**config.mk**
```make
export PLATFORM = sky130hd
export DESIGN_NAME = hermite_cubic_resampler_top_flat
export DESIGN_NICKNAME = d
export VERILOG_FILES = /design/src/sv/hcr_pkg.sv /design/src/sv/hcr_in_if.sv /design/src/sv/hcr_out_if.sv /design/src/sv/hcr_cfg_if.sv /design/src/sv/hcr_datapath.sv /design/src/sv/hermite_cubic_resampler_top.sv /design/src/flat_wrapper.sv
export SDC_FILE = /design/constraint.sdc
export NUM_CORES = 2
export LEC_CHECK = 0
export BUFFER_PORTS_ARGS = -buffer_cell sky130_fd_sc_hd__buf_4
export CORE_MARGIN = 3
export CORE_UTILIZATION = 47
export CTS_CLUSTER_DIAMETER = 40
export DETAILED_ROUTE_END_ITERATION = 12
export MAX_ROUTING_LAYER = met4
export PLACE_DENSITY_LB_ADDON = 0.25
export SLEW_MARGIN = 10
export SYNTH_ARGS = -nofsm -noshare
export SYNTH_HDL_FRONTEND = slang
export SYNTH_SLANG_ARGS = --single-unit
```
**constraint.sdc**
```tcl
create_clock -name clk_i -period 11 [get_ports clk_i]
set_input_delay 1.65 -clock clk_i [delete_from_list [all_inputs] [get_ports clk_i]]
set_output_delay 1.65 -clock clk_i [all_outputs]
set_load 0.05 [all_outputs]
```
**src/sv/hcr_pkg.sv**
```systemverilog
`timescale 1ns / 1ps
`default_nettype none

package hcr_pkg;

  localparam int SAMPLE_BITS_DEF = 16;
  localparam int TABLE_DEPTH_DEF = 4096;
  localparam int MAX_RUN_DEF     = 64;

  localparam int PHASE_W   = 16;
  localparam int STEP_W    = PHASE_W + 1;
  localparam int PHASE_ONE = 1 << PHASE_W;
  localparam logic [STEP_W-1:0] STEP_RESET = 17'd6087;

  localparam int CFG_IDX_W  = 1;
  localparam int CFG_DATA_W = 17;
  localparam logic [CFG_IDX_W-1:0] REG_PHASE_STEP   = 1'b0;
  localparam logic [CFG_IDX_W-1:0] REG_OUTPUT_LIMIT = 1'b1;

  localparam int SEEN_W = 2;
  localparam logic [SEEN_W-1:0] SEEN_FULL = 2'd3;

  localparam int UPC_W = 4;
  localparam logic [UPC_W-1:0] UPC_COEF = 4'd0;
  localparam logic [UPC_W-1:0] UPC_LOOP = 4'd1;

  typedef enum logic [2:0] {
    OP_NOP,
    OP_COEF,
    OP_MUL_LO,
    OP_MUL_HI,
    OP_FIX,
    OP_EMIT
  } mc_op_e;

  typedef enum logic {
    OPND_A2,
    OPND_VAL
  } opnd_e;

  typedef enum logic [1:0] {
    ADD_NEG_B2,
    ADD_C2,
    ADD_X0
  } addend_e;

  typedef enum logic [1:0] {
    JMP_NEXT,
    JMP_LOOP,
    JMP_HALT
  } jump_e;

  typedef struct packed {
    mc_op_e            op;
    opnd_e             opnd;
    addend_e           addend;
    logic              shift16;
    jump_e             jump;
    logic [UPC_W-1:0]  target;
  } mc_word_t;

  localparam mc_word_t MC_IDLE = '{op: OP_NOP, opnd: OPND_A2, addend: ADD_C2,
                                   shift16: 1'b0, jump: JMP_HALT, target: UPC_COEF};

  // One result: coefficients once per item, then three multiply-accumulate
  // passes of Horner's rule over the phase, then the output step.
  function automatic mc_word_t mc_rom(input logic [UPC_W-1:0] upc);
    mc_word_t w;
    w = MC_IDLE;
    unique case (upc)
      4'd0: w = '{op: OP_COEF, opnd: OPND_A2, addend: ADD_C2, shift16: 1'b0,
                  jump: JMP_NEXT, target: UPC_COEF};
      4'd1: w = '{op: OP_MUL_LO, opnd: OPND_A2, addend: ADD_C2, shift16: 1'b0,
                  jump: JMP_NEXT, target: UPC_COEF};
      4'd2: w = '{op: OP_MUL_HI, opnd: OPND_A2, addend: ADD_C2, shift16: 1'b0,
                  jump: JMP_NEXT, target: UPC_COEF};
      4'd3: w = '{op: OP_FIX, opnd: OPND_A2, addend: ADD_NEG_B2, shift16: 1'b0,
                  jump: JMP_NEXT, target: UPC_COEF};
      4'd4: w = '{op: OP_MUL_LO, opnd: OPND_VAL, addend: ADD_C2, shift16: 1'b0,
                  jump: JMP_NEXT, target: UPC_COEF};
      4'd5: w = '{op: OP_MUL_HI, opnd: OPND_VAL, addend: ADD_C2, shift16: 1'b0,
                  jump: JMP_NEXT, target: UPC_COEF};
      4'd6: w = '{op: OP_FIX, opnd: OPND_VAL, addend: ADD_C2, shift16: 1'b1,
                  jump: JMP_NEXT, target: UPC_COEF};
      4'd7: w = '{op: OP_MUL_LO, opnd: OPND_VAL, addend: ADD_X0, shift16: 1'b0,
                  jump: JMP_NEXT, target: UPC_COEF};
      4'd8: w = '{op: OP_MUL_HI, opnd: OPND_VAL, addend: ADD_X0, shift16: 1'b0,
                  jump: JMP_NEXT, target: UPC_COEF};
      4'd9: w = '{op: OP_FIX, opnd: OPND_VAL, addend: ADD_X0, shift16: 1'b1,
                  jump: JMP_NEXT, target: UPC_COEF};
      4'd10: w = '{op: OP_EMIT, opnd: OPND_VAL, addend: ADD_X0, shift16: 1'b0,
                   jump: JMP_LOOP, target: UPC_LOOP};
      default: w = MC_IDLE;
    endcase
    return w;
  endfunction

endpackage

`default_nettype wire

```
**src/sv/hcr_in_if.sv**
```systemverilog
`timescale 1ns / 1ps
`default_nettype none

interface hcr_in_if #(
  parameter int SAMPLE_W = 16
);
  logic                       valid;
  logic                       ready;
  logic signed [SAMPLE_W-1:0] sample_value;
  logic                       first_sample;
  logic                       final_sample;

  modport source (output valid, output sample_value, output first_sample,
                  output final_sample, input ready);
  modport sink (input valid, input sample_value, input first_sample,
                input final_sample, output ready);
endinterface

`default_nettype wire

```
**src/sv/hcr_out_if.sv**
```systemverilog
`timescale 1ns / 1ps
`default_nettype none

interface hcr_out_if #(
  parameter int SAMPLE_W = 16,
  parameter int INDEX_W  = 12
);
  logic                       valid;
  logic                       ready;
  logic signed [SAMPLE_W-1:0] out_value;
  logic [INDEX_W-1:0]         out_index;
  logic                       run_last;
  logic                       table_end;
  logic                       source_consumed;

  modport source (output valid, output out_value, output out_index, output run_last,
                  output table_end, output source_consumed, input ready);
  modport sink (input valid, input out_value, input out_index, input run_last,
                input table_end, input source_consumed, output ready);
endinterface

`default_nettype wire

```
**src/sv/hcr_cfg_if.sv**
```systemverilog
`timescale 1ns / 1ps
`default_nettype none

interface hcr_cfg_if;
  import hcr_pkg::*;

  logic                  valid;
  logic                  ready;
  logic [CFG_IDX_W-1:0]  index;
  logic [CFG_DATA_W-1:0] data;

  modport source (output valid, output index, output data, input ready);
  modport sink (input valid, input index, input data, output ready);
endinterface

`default_nettype wire

```
**src/sv/hcr_datapath.sv**
```systemverilog
`timescale 1ns / 1ps
`default_nettype none

module hcr_datapath #(
  parameter int SAMPLE_BITS = hcr_pkg::SAMPLE_BITS_DEF
) (
  input  logic                          clk_i,
  input  hcr_pkg::mc_word_t             ctrl_i,
  input  logic signed [SAMPLE_BITS-1:0] win_i [4],
  input  logic [hcr_pkg::PHASE_W-1:0]   phase_i,
  output logic signed [SAMPLE_BITS-1:0] value_o
);
  import hcr_pkg::*;

  localparam int CW     = SAMPLE_BITS + 5;
  localparam int VAL_W  = SAMPLE_BITS + 15;
  localparam int PROD_W = VAL_W + 9;
  localparam int ACC_W  = VAL_W + 17;
  localparam logic signed [VAL_W-1:0] SAT_HI =
    {{(VAL_W - SAMPLE_BITS + 1){1'b0}}, {(SAMPLE_BITS - 1){1'b1}}};
  localparam logic signed [VAL_W-1:0] SAT_LO =
    {{(VAL_W - SAMPLE_BITS + 1){1'b1}}, {(SAMPLE_BITS - 1){1'b0}}};

  logic signed [CW-1:0]     xm1, x0, x1, x2, c2, v, w2, a2, b2;
  logic signed [CW-1:0]     a2_q, b2_q, c2_q, x0_q;
  logic signed [VAL_W-1:0]  val_q, opnd, addend, fixed, rsum, rsh;
  logic signed [8:0]        tbyte;
  logic signed [PROD_W-1:0] prod;
  logic signed [ACC_W-1:0]  prod_ext, acc_q, acc_sh;

  assign xm1 = CW'(win_i[0]);
  assign x0  = CW'(win_i[1]);
  assign x1  = CW'(win_i[2]);
  assign x2  = CW'(win_i[3]);
  assign c2  = x1 - xm1;
  assign v   = x0 - x1;
  assign w2  = c2 + (v <<< 1);
  assign a2  = w2 + (v <<< 1) + (x2 - x0);
  assign b2  = w2 + a2;

  assign opnd  = (ctrl_i.opnd == OPND_A2) ? VAL_W'(a2_q) : val_q;
  assign tbyte = (ctrl_i.op == OP_MUL_HI) ? $signed({1'b0, phase_i[15:8]})
                                          : $signed({1'b0, phase_i[7:0]});
  assign prod     = opnd * tbyte;
  assign prod_ext = ACC_W'(prod);
  assign acc_sh   = ctrl_i.shift16 ? (acc_q >>> 16) : (acc_q >>> 8);

  always_comb begin
    unique case (ctrl_i.addend)
      ADD_NEG_B2: addend = (-VAL_W'(b2_q)) <<< 8;
      ADD_C2:     addend = VAL_W'(c2_q) <<< 8;
      ADD_X0:     addend = VAL_W'(x0_q) <<< 9;
      default:    addend = '0;
    endcase
  end

  assign fixed = VAL_W'(acc_sh) + addend;

  always_ff @(posedge clk_i) begin
    unique case (ctrl_i.op)
      OP_COEF: begin
        a2_q <= a2;
        b2_q <= b2;
        c2_q <= c2;
        x0_q <= x0;
      end
      OP_MUL_LO: acc_q <= prod_ext;
      OP_MUL_HI: acc_q <= acc_q + (prod_ext <<< 8);
      OP_FIX:    val_q <= fixed;
      default: begin
      end
    endcase
  end

  assign rsum = val_q + VAL_W'(256);
  assign rsh  = rsum >>> 9;

  always_comb begin
    priority if (rsh > SAT_HI) begin
      value_o = SAT_HI[SAMPLE_BITS-1:0];
    end else if (rsh < SAT_LO) begin
      value_o = SAT_LO[SAMPLE_BITS-1:0];
    end else begin
      value_o = rsh[SAMPLE_BITS-1:0];
    end
  end

endmodule

`default_nettype wire

```
**src/sv/hermite_cubic_resampler_top.sv**
```systemverilog
`timescale 1ns / 1ps
`default_nettype none

// Four-point cubic Hermite resampler that fills a table of up to TABLE_DEPTH results from a
// stream of Q1.15 samples, stepping a UQ0.16 phase by the clamped phase_step per result. The
// input is not ready again until the last result of that item has been loaded into the
// output register, and an item that causes no results is done in the cycle it is accepted.
// A microcoded sequencer runs every result through one shared multiplier, which takes
// the phase a byte at a time over three Horner passes.
module hermite_cubic_resampler_top #(
  parameter int SAMPLE_BITS = hcr_pkg::SAMPLE_BITS_DEF,
  parameter int TABLE_DEPTH = hcr_pkg::TABLE_DEPTH_DEF,
  parameter int MAX_RUN     = hcr_pkg::MAX_RUN_DEF
) (
  input  logic      clk_i,
  input  logic      rst_ni,
  hcr_cfg_if.sink   cfg_i,
  hcr_in_if.sink    in_i,
  hcr_out_if.source out_o
);
  import hcr_pkg::*;

  localparam int IDX_W   = $clog2(TABLE_DEPTH);
  localparam int LIMIT_W = IDX_W + 1;
  localparam int RUN_W   = (MAX_RUN > 1) ? $clog2(MAX_RUN) : 1;
  localparam logic [STEP_W-1:0] MIN_STEP = STEP_W'((PHASE_ONE + MAX_RUN - 1) / MAX_RUN);

  logic [STEP_W-1:0]  step_q, step_eff;
  logic [LIMIT_W-1:0] limit_q, limit_eff;

  logic signed [SAMPLE_BITS-1:0] win_q [4];
  logic signed [SAMPLE_BITS-1:0] win_d [4];
  logic [SEEN_W-1:0]  seen_q, seen_d;
  logic [PHASE_W-1:0] phase_q, phase_d;
  logic [LIMIT_W-1:0] count_q, count_d, count_inc;
  logic [RUN_W-1:0]   run_q, run_d;
  logic [UPC_W-1:0]   upc_q, upc_d;
  logic               done_q, done_d, busy_q, busy_d, final_q, final_d;

  mc_word_t           mw, ctrl;
  logic [PHASE_W:0]   phase_sum;
  logic               wrapped, hit_limit, e_end, e_last, e_cons;
  logic               in_fire, cfg_fire, out_free, emit_fire;
  logic signed [SAMPLE_BITS-1:0] y;

  logic                          out_valid_q;
  logic signed [SAMPLE_BITS-1:0] out_value_q;
  logic [IDX_W-1:0]              out_index_q;
  logic                          out_last_q, out_end_q, out_consumed_q;

  assign cfg_i.ready = 1'b1;
  assign cfg_fire    = cfg_i.valid && cfg_i.ready;

  always_ff @(posedge clk_i or negedge rst_ni) begin
    if (!rst_ni) begin
      step_q  <= STEP_RESET;
      limit_q <= LIMIT_W'(TABLE_DEPTH);
    end else if (cfg_fire) begin
      unique case (cfg_i.index)
        REG_PHASE_STEP:   step_q  <= cfg_i.data[STEP_W-1:0];
        REG_OUTPUT_LIMIT: limit_q <= cfg_i.data[LIMIT_W-1:0];
      endcase
    end
  end

  assign step_eff  = (step_q < MIN_STEP) ? MIN_STEP :
                     (step_q > STEP_W'(PHASE_ONE)) ? STEP_W'(PHASE_ONE) : step_q;
  assign limit_eff = (limit_q == '0) ? LIMIT_W'(1) :
                     (limit_q > LIMIT_W'(TABLE_DEPTH)) ? LIMIT_W'(TABLE_DEPTH) : limit_q;

  assign mw   = mc_rom(upc_q);
  assign ctrl = busy_q ? mw : MC_IDLE;

  hcr_datapath #(
    .SAMPLE_BITS(SAMPLE_BITS)
  ) u_datapath (
    .clk_i   (clk_i),
    .ctrl_i  (ctrl),
    .win_i   (win_q),
    .phase_i (phase_q),
    .value_o (y)
  );

  assign phase_sum = {1'b0, phase_q} + step_eff;
  assign wrapped   = phase_sum[PHASE_W];
  assign count_inc = count_q + LIMIT_W'(1);
  assign hit_limit = count_inc >= limit_eff;
  assign e_end     = hit_limit || (wrapped && final_q);
  assign e_cons    = wrapped && final_q;
  assign e_last    = hit_limit || wrapped || (run_q == RUN_W'(MAX_RUN - 1));

  assign in_i.ready = !busy_q;
  assign in_fire    = in_i.valid && in_i.ready;
  assign out_free   = !out_valid_q || out_o.ready;
  assign emit_fire  = busy_q && (mw.op == OP_EMIT) && out_free;

  always_comb begin
    win_d   = win_q;
    seen_d  = seen_q;
    phase_d = phase_q;
    count_d = count_q;
    done_d  = done_q;
    busy_d  = busy_q;
    upc_d   = upc_q;
    run_d   = run_q;
    final_d = final_q;
    if (in_fire) begin
      if (in_i.first_sample) begin
        win_d   = '{default: '0};
        seen_d  = '0;
        phase_d = '0;
        count_d = '0;
        done_d  = 1'b0;
      end
      if (!done_d) begin
        win_d[0] = win_d[1];
        win_d[1] = win_d[2];
        win_d[2] = win_d[3];
        win_d[3] = in_i.sample_value;
        seen_d   = (seen_d == SEEN_FULL) ? SEEN_FULL : seen_d + SEEN_W'(1);
        if (seen_d != SEEN_FULL) begin
          done_d = in_i.final_sample;
        end else begin
          busy_d  = 1'b1;
          upc_d   = UPC_COEF;
          run_d   = '0;
          final_d = in_i.final_sample;
        end
      end
    end else if (busy_q && (mw.op != OP_EMIT || out_free)) begin
      if (mw.op == OP_EMIT) begin
        phase_d = phase_sum[PHASE_W-1:0];
        count_d = count_inc;
        run_d   = run_q + RUN_W'(1);
        if (e_end) begin
          done_d = 1'b1;
        end
      end
      unique case (mw.jump)
        JMP_NEXT: upc_d = upc_q + UPC_W'(1);
        JMP_LOOP: begin
          if (e_last) begin
            busy_d = 1'b0;
          end else begin
            upc_d = mw.target;
          end
        end
        default: busy_d = 1'b0;
      endcase
    end
  end

  always_ff @(posedge clk_i or negedge rst_ni) begin
    if (!rst_ni) begin
      win_q   <= '{default: '0};
      seen_q  <= '0;
      phase_q <= '0;
      count_q <= '0;
      done_q  <= 1'b0;
      busy_q  <= 1'b0;
      upc_q   <= UPC_COEF;
      run_q   <= '0;
      final_q <= 1'b0;
    end else begin
      win_q   <= win_d;
      seen_q  <= seen_d;
      phase_q <= phase_d;
      count_q <= count_d;
      done_q  <= done_d;
      busy_q  <= busy_d;
      upc_q   <= upc_d;
      run_q   <= run_d;
      final_q <= final_d;
    end
  end

  always_ff @(posedge clk_i or negedge rst_ni) begin
    if (!rst_ni) begin
      out_valid_q <= 1'b0;
    end else if (emit_fire) begin
      out_valid_q <= 1'b1;
    end else if (out_o.ready) begin
      out_valid_q <= 1'b0;
    end
  end

  always_ff @(posedge clk_i) begin
    if (emit_fire) begin
      out_value_q    <= y;
      out_index_q    <= count_q[IDX_W-1:0];
      out_last_q     <= e_last;
      out_end_q      <= e_end;
      out_consumed_q <= e_cons;
    end
  end

  assign out_o.valid           = out_valid_q;
  assign out_o.out_value       = out_value_q;
  assign out_o.out_index       = out_index_q;
  assign out_o.run_last        = out_last_q;
  assign out_o.table_end       = out_end_q;
  assign out_o.source_consumed = out_consumed_q;

`ifndef SYNTHESIS
  a_end_closes_table: assert property (@(posedge clk_i) disable iff (!rst_ni)
    emit_fire && e_end |=> done_q && !busy_q)
    else $error("table end did not close the table");

  a_consumed_only_at_end: assert property (@(posedge clk_i) disable iff (!rst_ni)
    out_valid_q && out_consumed_q |-> out_end_q && out_last_q)
    else $error("source_consumed set on a result that is not the table end");

  a_run_bounded: assert property (@(posedge clk_i) disable iff (!rst_ni)
    emit_fire && (run_q == RUN_W'(MAX_RUN - 1)) |=> !busy_q)
    else $error("run exceeded its maximum length");
`endif

endmodule

`default_nettype wire

```
**src/flat_wrapper.sv**
```systemverilog
// flat-port wrapper written by rule: the top's interface ports become plain ports
module hermite_cubic_resampler_top_flat import hcr_pkg::*;
#(
  parameter int SAMPLE_BITS = hcr_pkg::SAMPLE_BITS_DEF,
  parameter int TABLE_DEPTH = hcr_pkg::TABLE_DEPTH_DEF,
  parameter int MAX_RUN     = hcr_pkg::MAX_RUN_DEF
)
  (clk_i, rst_ni, cfg_i_valid, cfg_i_index, cfg_i_data, cfg_i_ready, in_i_valid, in_i_sample_value, in_i_first_sample, in_i_final_sample, in_i_ready, out_o_valid, out_o_out_value, out_o_out_index, out_o_run_last, out_o_table_end, out_o_source_consumed, out_o_ready);
  hcr_cfg_if cfg_i_i ();
  hcr_in_if #(.SAMPLE_W(16)) in_i_i ();
  hcr_out_if #(.SAMPLE_W(16), .INDEX_W(12)) out_o_i ();
  input  logic clk_i;
  input  logic rst_ni;
  input wire logic [$bits(cfg_i_i.valid)-1:0] cfg_i_valid;
  input wire logic [$bits(cfg_i_i.index)-1:0] cfg_i_index;
  input wire logic [$bits(cfg_i_i.data)-1:0] cfg_i_data;
  output wire logic [$bits(cfg_i_i.ready)-1:0] cfg_i_ready;
  input wire logic [$bits(in_i_i.valid)-1:0] in_i_valid;
  input wire logic [$bits(in_i_i.sample_value)-1:0] in_i_sample_value;
  input wire logic [$bits(in_i_i.first_sample)-1:0] in_i_first_sample;
  input wire logic [$bits(in_i_i.final_sample)-1:0] in_i_final_sample;
  output wire logic [$bits(in_i_i.ready)-1:0] in_i_ready;
  output wire logic [$bits(out_o_i.valid)-1:0] out_o_valid;
  output wire logic [$bits(out_o_i.out_value)-1:0] out_o_out_value;
  output wire logic [$bits(out_o_i.out_index)-1:0] out_o_out_index;
  output wire logic [$bits(out_o_i.run_last)-1:0] out_o_run_last;
  output wire logic [$bits(out_o_i.table_end)-1:0] out_o_table_end;
  output wire logic [$bits(out_o_i.source_consumed)-1:0] out_o_source_consumed;
  input wire logic [$bits(out_o_i.ready)-1:0] out_o_ready;
  assign cfg_i_i.valid = cfg_i_valid;
  assign cfg_i_i.index = cfg_i_index;
  assign cfg_i_i.data = cfg_i_data;
  assign cfg_i_ready = cfg_i_i.ready;
  assign in_i_i.valid = in_i_valid;
  assign in_i_i.sample_value = in_i_sample_value;
  assign in_i_i.first_sample = in_i_first_sample;
  assign in_i_i.final_sample = in_i_final_sample;
  assign in_i_ready = in_i_i.ready;
  assign out_o_valid = out_o_i.valid;
  assign out_o_out_value = out_o_i.out_value;
  assign out_o_out_index = out_o_i.out_index;
  assign out_o_run_last = out_o_i.run_last;
  assign out_o_table_end = out_o_i.table_end;
  assign out_o_source_consumed = out_o_i.source_consumed;
  assign out_o_i.ready = out_o_ready;
  hermite_cubic_resampler_top #(.SAMPLE_BITS(SAMPLE_BITS), .TABLE_DEPTH(TABLE_DEPTH), .MAX_RUN(MAX_RUN)) u_core (.clk_i(clk_i), .rst_ni(rst_ni), .cfg_i(cfg_i_i), .in_i(in_i_i), .out_o(out_o_i));
endmodule
```
After elaboration in Yosys (flattened, before gate mapping)
Memory sizes are Yosys's and may differ from the RTL's. Index checks and enable logic that the tools add are counted.

Latch bits: 0. Bits in registers: 324. Output and inout port bits: 34. Bits in writable memories: 0. Memories: 1. ROM bits: 160. Logic and storage cells: 154.

Reductions and logical operators: 30. Bitwise gates (word level): 3. Div/mod/pow operators: 0. Equal/unequal tests: 19. Multiply operators: 1. Order comparisons: 6. Shifts and indexed selects: 0. $add $sub $neg: 16. Muxes and demuxes: 52.

Memories: (no name shown) (depth 16, bits a word 10, rd ports 1, clocked after Yosys merged registers in 0, write ports 0, RTL line hcr_pkg.sv:70) `unique case (upc)`.

Operators by type and width (number): 64-bit two-way mux (2); 48-bit one-hot mux with 2 select lines (1); 31-bit one-hot mux with 3 select lines (1); 13-bit two-way mux (7); 16-bit two-way mux (5); 31-bit two-way mux (2); 16-bit by 16-bit subtractor with 17-bit output (3); 48-bit adder (1); 31-bit by 9-bit multiplier with 40-bit output (1); 17-bit two-way mux (2); 31-bit by 10-bit adder with 31-bit output (second input constant) (1); 31-bit adder (1); 6-bit two-way mux (5); 21-bit negation with 23-bit output (1); 22-bit by 16-bit greater-than comparator with 1-bit output (second input constant) (1); 22-bit by 16-bit < comparator with 1-bit output (second input constant) (1); 19-bit by 21-bit adder with 21-bit output (1); 20-bit by 17-bit adder with 21-bit output (1); 19-bit by 18-bit adder with 20-bit output (1); 4-bit two-way mux (5); 17-bit by 18-bit adder with 19-bit output (1); 16-bit by 17-bit adder with 17-bit output (1); 17-bit greater-than comparator (second input constant) (1); 17-bit by 11-bit < comparator with 1-bit output (second input constant) (1); 33 further kinds (80).

Logic depth before layout (Yosys ltp)
Word-level depth: 10. Depth in mapped cells: 42. Mapped depth without buffers: 41.

By module
A second synthesis with hierarchy kept.

Cells, all modules: 3366. Area total of the unflattened synthesis: 30822.1 µm².

By module, submodules not included: hcr_datapath (instances 1, cells an instance 2543, area an instance 22480.3 µm²); hermite_cubic_resampler_top (instances 1, cells an instance 823, area an instance 8341.8 µm²).

Worst setup path after synthesis
OpenSTA, ideal clock, no wires.

Path kind: reg2reg. Start: register u_core.upc_q[0]. End: register u_core.u_datapath.acc_q[46], data pin. Setup slack: 0.749 ns. Arrival time: 9.986 ns. Buffers on the path: 2. Setup time: 0.265 ns. Period minus slack after synthesis: 10.251 ns. Stages on the path, launching flop included: 41. Required time: 10.735 ns. Cells stage by stage: dfrtp_1 -> inv_1 -> ha_1 -> nor2b_1 -> a21oi_1 -> nand2_1 -> nor2_1 -> nand2_1 -> clkbuf_1 -> buf_1 -> nand2_1 -> nand2_1 -> nand2_1 -> fa_1 -> inv_1 -> fa_1 -> fa_1 -> inv_1 -> [... 5 more ...] -> o41a_1 -> a211oi_1 -> o21ai_1 -> a21o_1 -> a21o_1 -> a21oi_1 -> o21bai_1 -> xor2_1 -> ha_1 -> a21o_1 -> a21oi_1 -> nor2b_1 -> nor2_1 -> o31ai_4 -> a31oi_1 -> o31ai_2 -> xnor3_1 -> o21ai_1.

Word-level cells in the longest chain between the ends: 7. Elaborated cells on any way between the ends: 9.

RTL lines: start, declared (RTL line hermite_cubic_resampler_top.sv:37) `logic [UPC_W-1:0] upc_q, upc_d;`; start signal, assigned (RTL line hermite_cubic_resampler_top.sv:171) `upc_q <= upc_d;`; memory 16 x 10 bit *; 13-bit two-way mux * (RTL line hermite_cubic_resampler_top.sv:72) `assign ctrl = busy_q ? mw : MC_IDLE;`; 3-bit by 2-bit == test with 1-bit output (RTL line hcr_datapath.sv:42, hcr_datapath.sv:60); 8-bit two-way mux (RTL line hcr_datapath.sv:42) `assign tbyte = (ctrl_i.op == OP_MUL_HI) ? $signed({1'b0, phase_i[15:8]})`; 31-bit by 9-bit multiplier with 40-bit output (RTL line hcr_datapath.sv:44) `assign prod = opnd * tbyte;`; 48-bit adder (RTL line hcr_datapath.sv:68) `OP_MUL_HI: acc_q <= acc_q + (prod_ext <<< 8);`; 48-bit one-hot mux with 2 select lines * (RTL line hcr_datapath.sv:60) `unique case (ctrl_i.op)`; end signal, assigned (RTL line hcr_datapath.sv:67) `OP_MUL_LO: acc_q <= prod_ext;`; end signal, assigned (RTL line hcr_datapath.sv:68); end, declared (RTL line hcr_datapath.sv:29) `logic signed [ACC_W-1:0] prod_ext, acc_q, acc_sh;`.

Mark *: on every way between the ends. The rest lies on a longest branch, timed or not. A chain may end at the register's enable or synchronous reset.

Final worst setup path
Start: register u_core.upc_q[0]. End: register u_core.u_datapath.acc_q[35], data pin.

Same word-level chain as after synthesis.

==> metrics.txt <==
number of synthesized flops with an enable pin=between 150 and 200; register area=between 0.008 and 0.009 mm^2; final WL=between 70 and 80 mm; die height=around 260 um; Reg clk slew, reported paths=roughly 60 ps; Wirelength per Cell=17.9 um; global-route wire length before repair=between 100 and 150 mm; Post-CTS Setup Repair Bufs=0; Worst slew margin=0.340; vias in the first global route=23.1k; Initial Util=0.477; IO Pins=75; Hold-fix buffers, CTS=0; drt pass-1 iters=6; # rows=between 90 and 100; Multi-input gate area=slightly above 0.02 mm^2; Final period util=0.912; CTS Sinks=roughly 320; most frequent cells in the layout=inv_1 (417), nand2_1 (364), ha_1 (276); Worst Setup End Kind=flop; Final min period=between 10,000 and 15,000 ps; DRC violations left=0; CTS tree=done; most used cell, CP=fa_1; GPL Wtd Cong=approximately 0.95; Async SR Flop Fraction=0.441; Via density=5.50; Iter 0 DRT Violations=1,618; critical path's largest stage delay=around 560 ps; syn avg cell area=9.31 um^2; RSZ-0062 raised after global routing=no; grt ovf=0; worst path bufs/invs=5; maximum fanout along the worst path=24; area delta synth->final=11.2%; Least-Margin Pin Slew=988 ps; layout cells sized above 1=0.0996; Final Setup Violations=0; full die area=0.0687 mm^2; TritonCTS buffer count=between 50 and 60; via count=between 20k and 25k; Arrival @ worst endpoint=~10,000 ps; HPWL after detailed placement=61.4 mm; Synth Instances=around 3.3k; max-cap viol count=0; GRT Total Usage=0.234; startpoint types=flop; leading cell type in the layout, fill and taps excluded=inv_1; Fillers=~6k; TNS Setup=0 ps; clk_lat worst skew=approximately 610 ps; fmax=99.6 MHz; HP Class=flop to flop; Largest delay share family, worst path=adder cells; diode count=0; PortBufs=73; Net Count, Synth=3,865; Slew Viols, Final=0; Final Skew=between 20 and 25 ps; CTS root buffer=clkbuf_16; prevailing post-synth register cell=edfxtp_1; initial antenna violation count=0; remaining antenna violation count=0; CTS Buffer Depth=3; sequential fraction of the synthesis area=0.285; run status=finished clean; nets@finish=3,931; Worst path slowest cell=fa_1; Hold Violations, Final=0; largest net degree at the start of global routing=79; H-tree Lvls=2; post-synthesis cell area=around 0.03 mm^2; flop and latch count out of synthesis=roughly 320; YS warnings=0; WS Path Type=flop to flop; core area=approximately 0.065 mm^2; critical path required time=11,350 ps; Die W=about 260 um; Post-CTS Resized=0; Netlist cell types=96
[worst paths after layout]
check	startpoint	endpoint	slack (ps)	cells after the start
worst min-delay path	u_core.seen_q[0]$_DFFE_PN0P_	u_core.seen_q[0]$_DFFE_PN0P_	470	1
worst max-delay path	u_core.upc_q[0]$_DFFE_PN0P_	u_core.u_datapath.acc_q[35]$_DFFE_PP_	960	36
worst min register to register	u_core.seen_q[0]$_DFFE_PN0P_	u_core.seen_q[0]$_DFFE_PN0P_	470	1
worst max register to register	u_core.upc_q[0]$_DFFE_PN0P_	u_core.u_datapath.acc_q[35]$_DFFE_PP_	960	36
min in group asynchronous	rst_ni	u_core.phase_q[10]$_DFFE_PN0P_	1050	1
max in group asynchronous	rst_ni	u_core.win_q[32]$_DFFE_PN0P_	8600	2
[cells in the mapped netlist, types with 24 or more instances]
cell type | count | share of area
inv_1 | 417 | 0.051
nand2_1 | 365 | 0.044
ha_1 | 276 | 0.11
nor2_1 | 274 | 0.033
fa_1 | 236 | 0.15
a21oi_1 | 185 | 0.030
edfxtp_1 | 176 | 0.17
xnor2_1 | 138 | 0.039
dfrtp_1 | 129 | 0.10
o21ai_0 | 123 | 0.020
a21o_1 | 83 | 0.020
xor2_1 | 83 | 0.024
mux2_2 | 79 | 0.029
clkbuf_1 | 74 | 0.0090
nor3_1 | 59 | 0.0096
nand3_1 | 54 | 0.0088
a22o_1 | 43 | 0.012
o21ai_1 | 42 | 0.0068
nor2b_1 | 35 | 0.0071
mux2i_1 | 34 | 0.011
nand2b_1 | 32 | 0.0065
a31oi_1 | 30 | 0.0061
and3_1 | 29 | 0.0059
and2_1 | 24 | 0.0049
[cells by family after synthesis]
logic type               synth area share
AO/OA/AOI/OAI                       0.141
XOR/XNOR                           0.0643
adder cells (fa/ha/maj)             0.265
buffers and inverters              0.0635
flip-flops                          0.285
multiplexers                       0.0399
other                            0.000122
AND/OR/NAND/NOR                     0.141
[per-layer routing]
layer | GRT usage | vias up | share of wire
met3 | 0.0364 | 99 | 0.060
li1 | - | 11400 | -
met4 | 0.0525 | 0 | 0.019
met5 | - | - | 0
met2 | 0.348 | 605 | 0.44
met1 | 0.338 | 11400 | 0.48
[registers in the layout (all words and copies together) (netlist names), 2 cells and up]
signal                   count
u_core.phase_q              16
u_core.run_q                 6
u_core.out_o.out_value      16
u_core.upc_q                 4
u_core.u_datapath.acc_q     39
u_core.step_q               17
u_core.u_datapath.x0_q      16
u_core.out_o.out_index      12
u_core.seen_q                2
u_core.limit_q              13
u_core.u_datapath.a2_q      21
u_core.u_datapath.val_q     31
u_core.win_q                64
u_core.u_datapath.c2_q      17
u_core.count_q              13
u_core.u_datapath.b2_q      21
[per-stage QoR]
stage / utilization / hold WS [ps] / std cells / instance area [um^2] / setup WS (ps)
finish: 0.530 / 471 / 4277 / 34300 / 963
global route: 0.530 / 483 / 4277 / 34300 / 324
CTS: 0.530 / 474 / 4277 / 34300 / 1030
detailed placement: 0.501 / 466 / 4178 / 32400 / 1100
global placement: 0.501 / 461 / 4178 / 32400 / 1280
floorplan: - / 449 / 3312 / 30800 / 749
[cell type report]
cell class	instances	area share
multi-input cells	2481	0.589
flip-flops and latches	315	0.256
inverters	421	0.0461
clock buffers	57	0.0397
well taps	855	0.0312
repair buffers	106	0.0233
clock inverters	42	0.0144
Power is left out: the tool's default activity adds up to more than one toggle a clock period on the data nets, which glitch-free logic cannot reach.
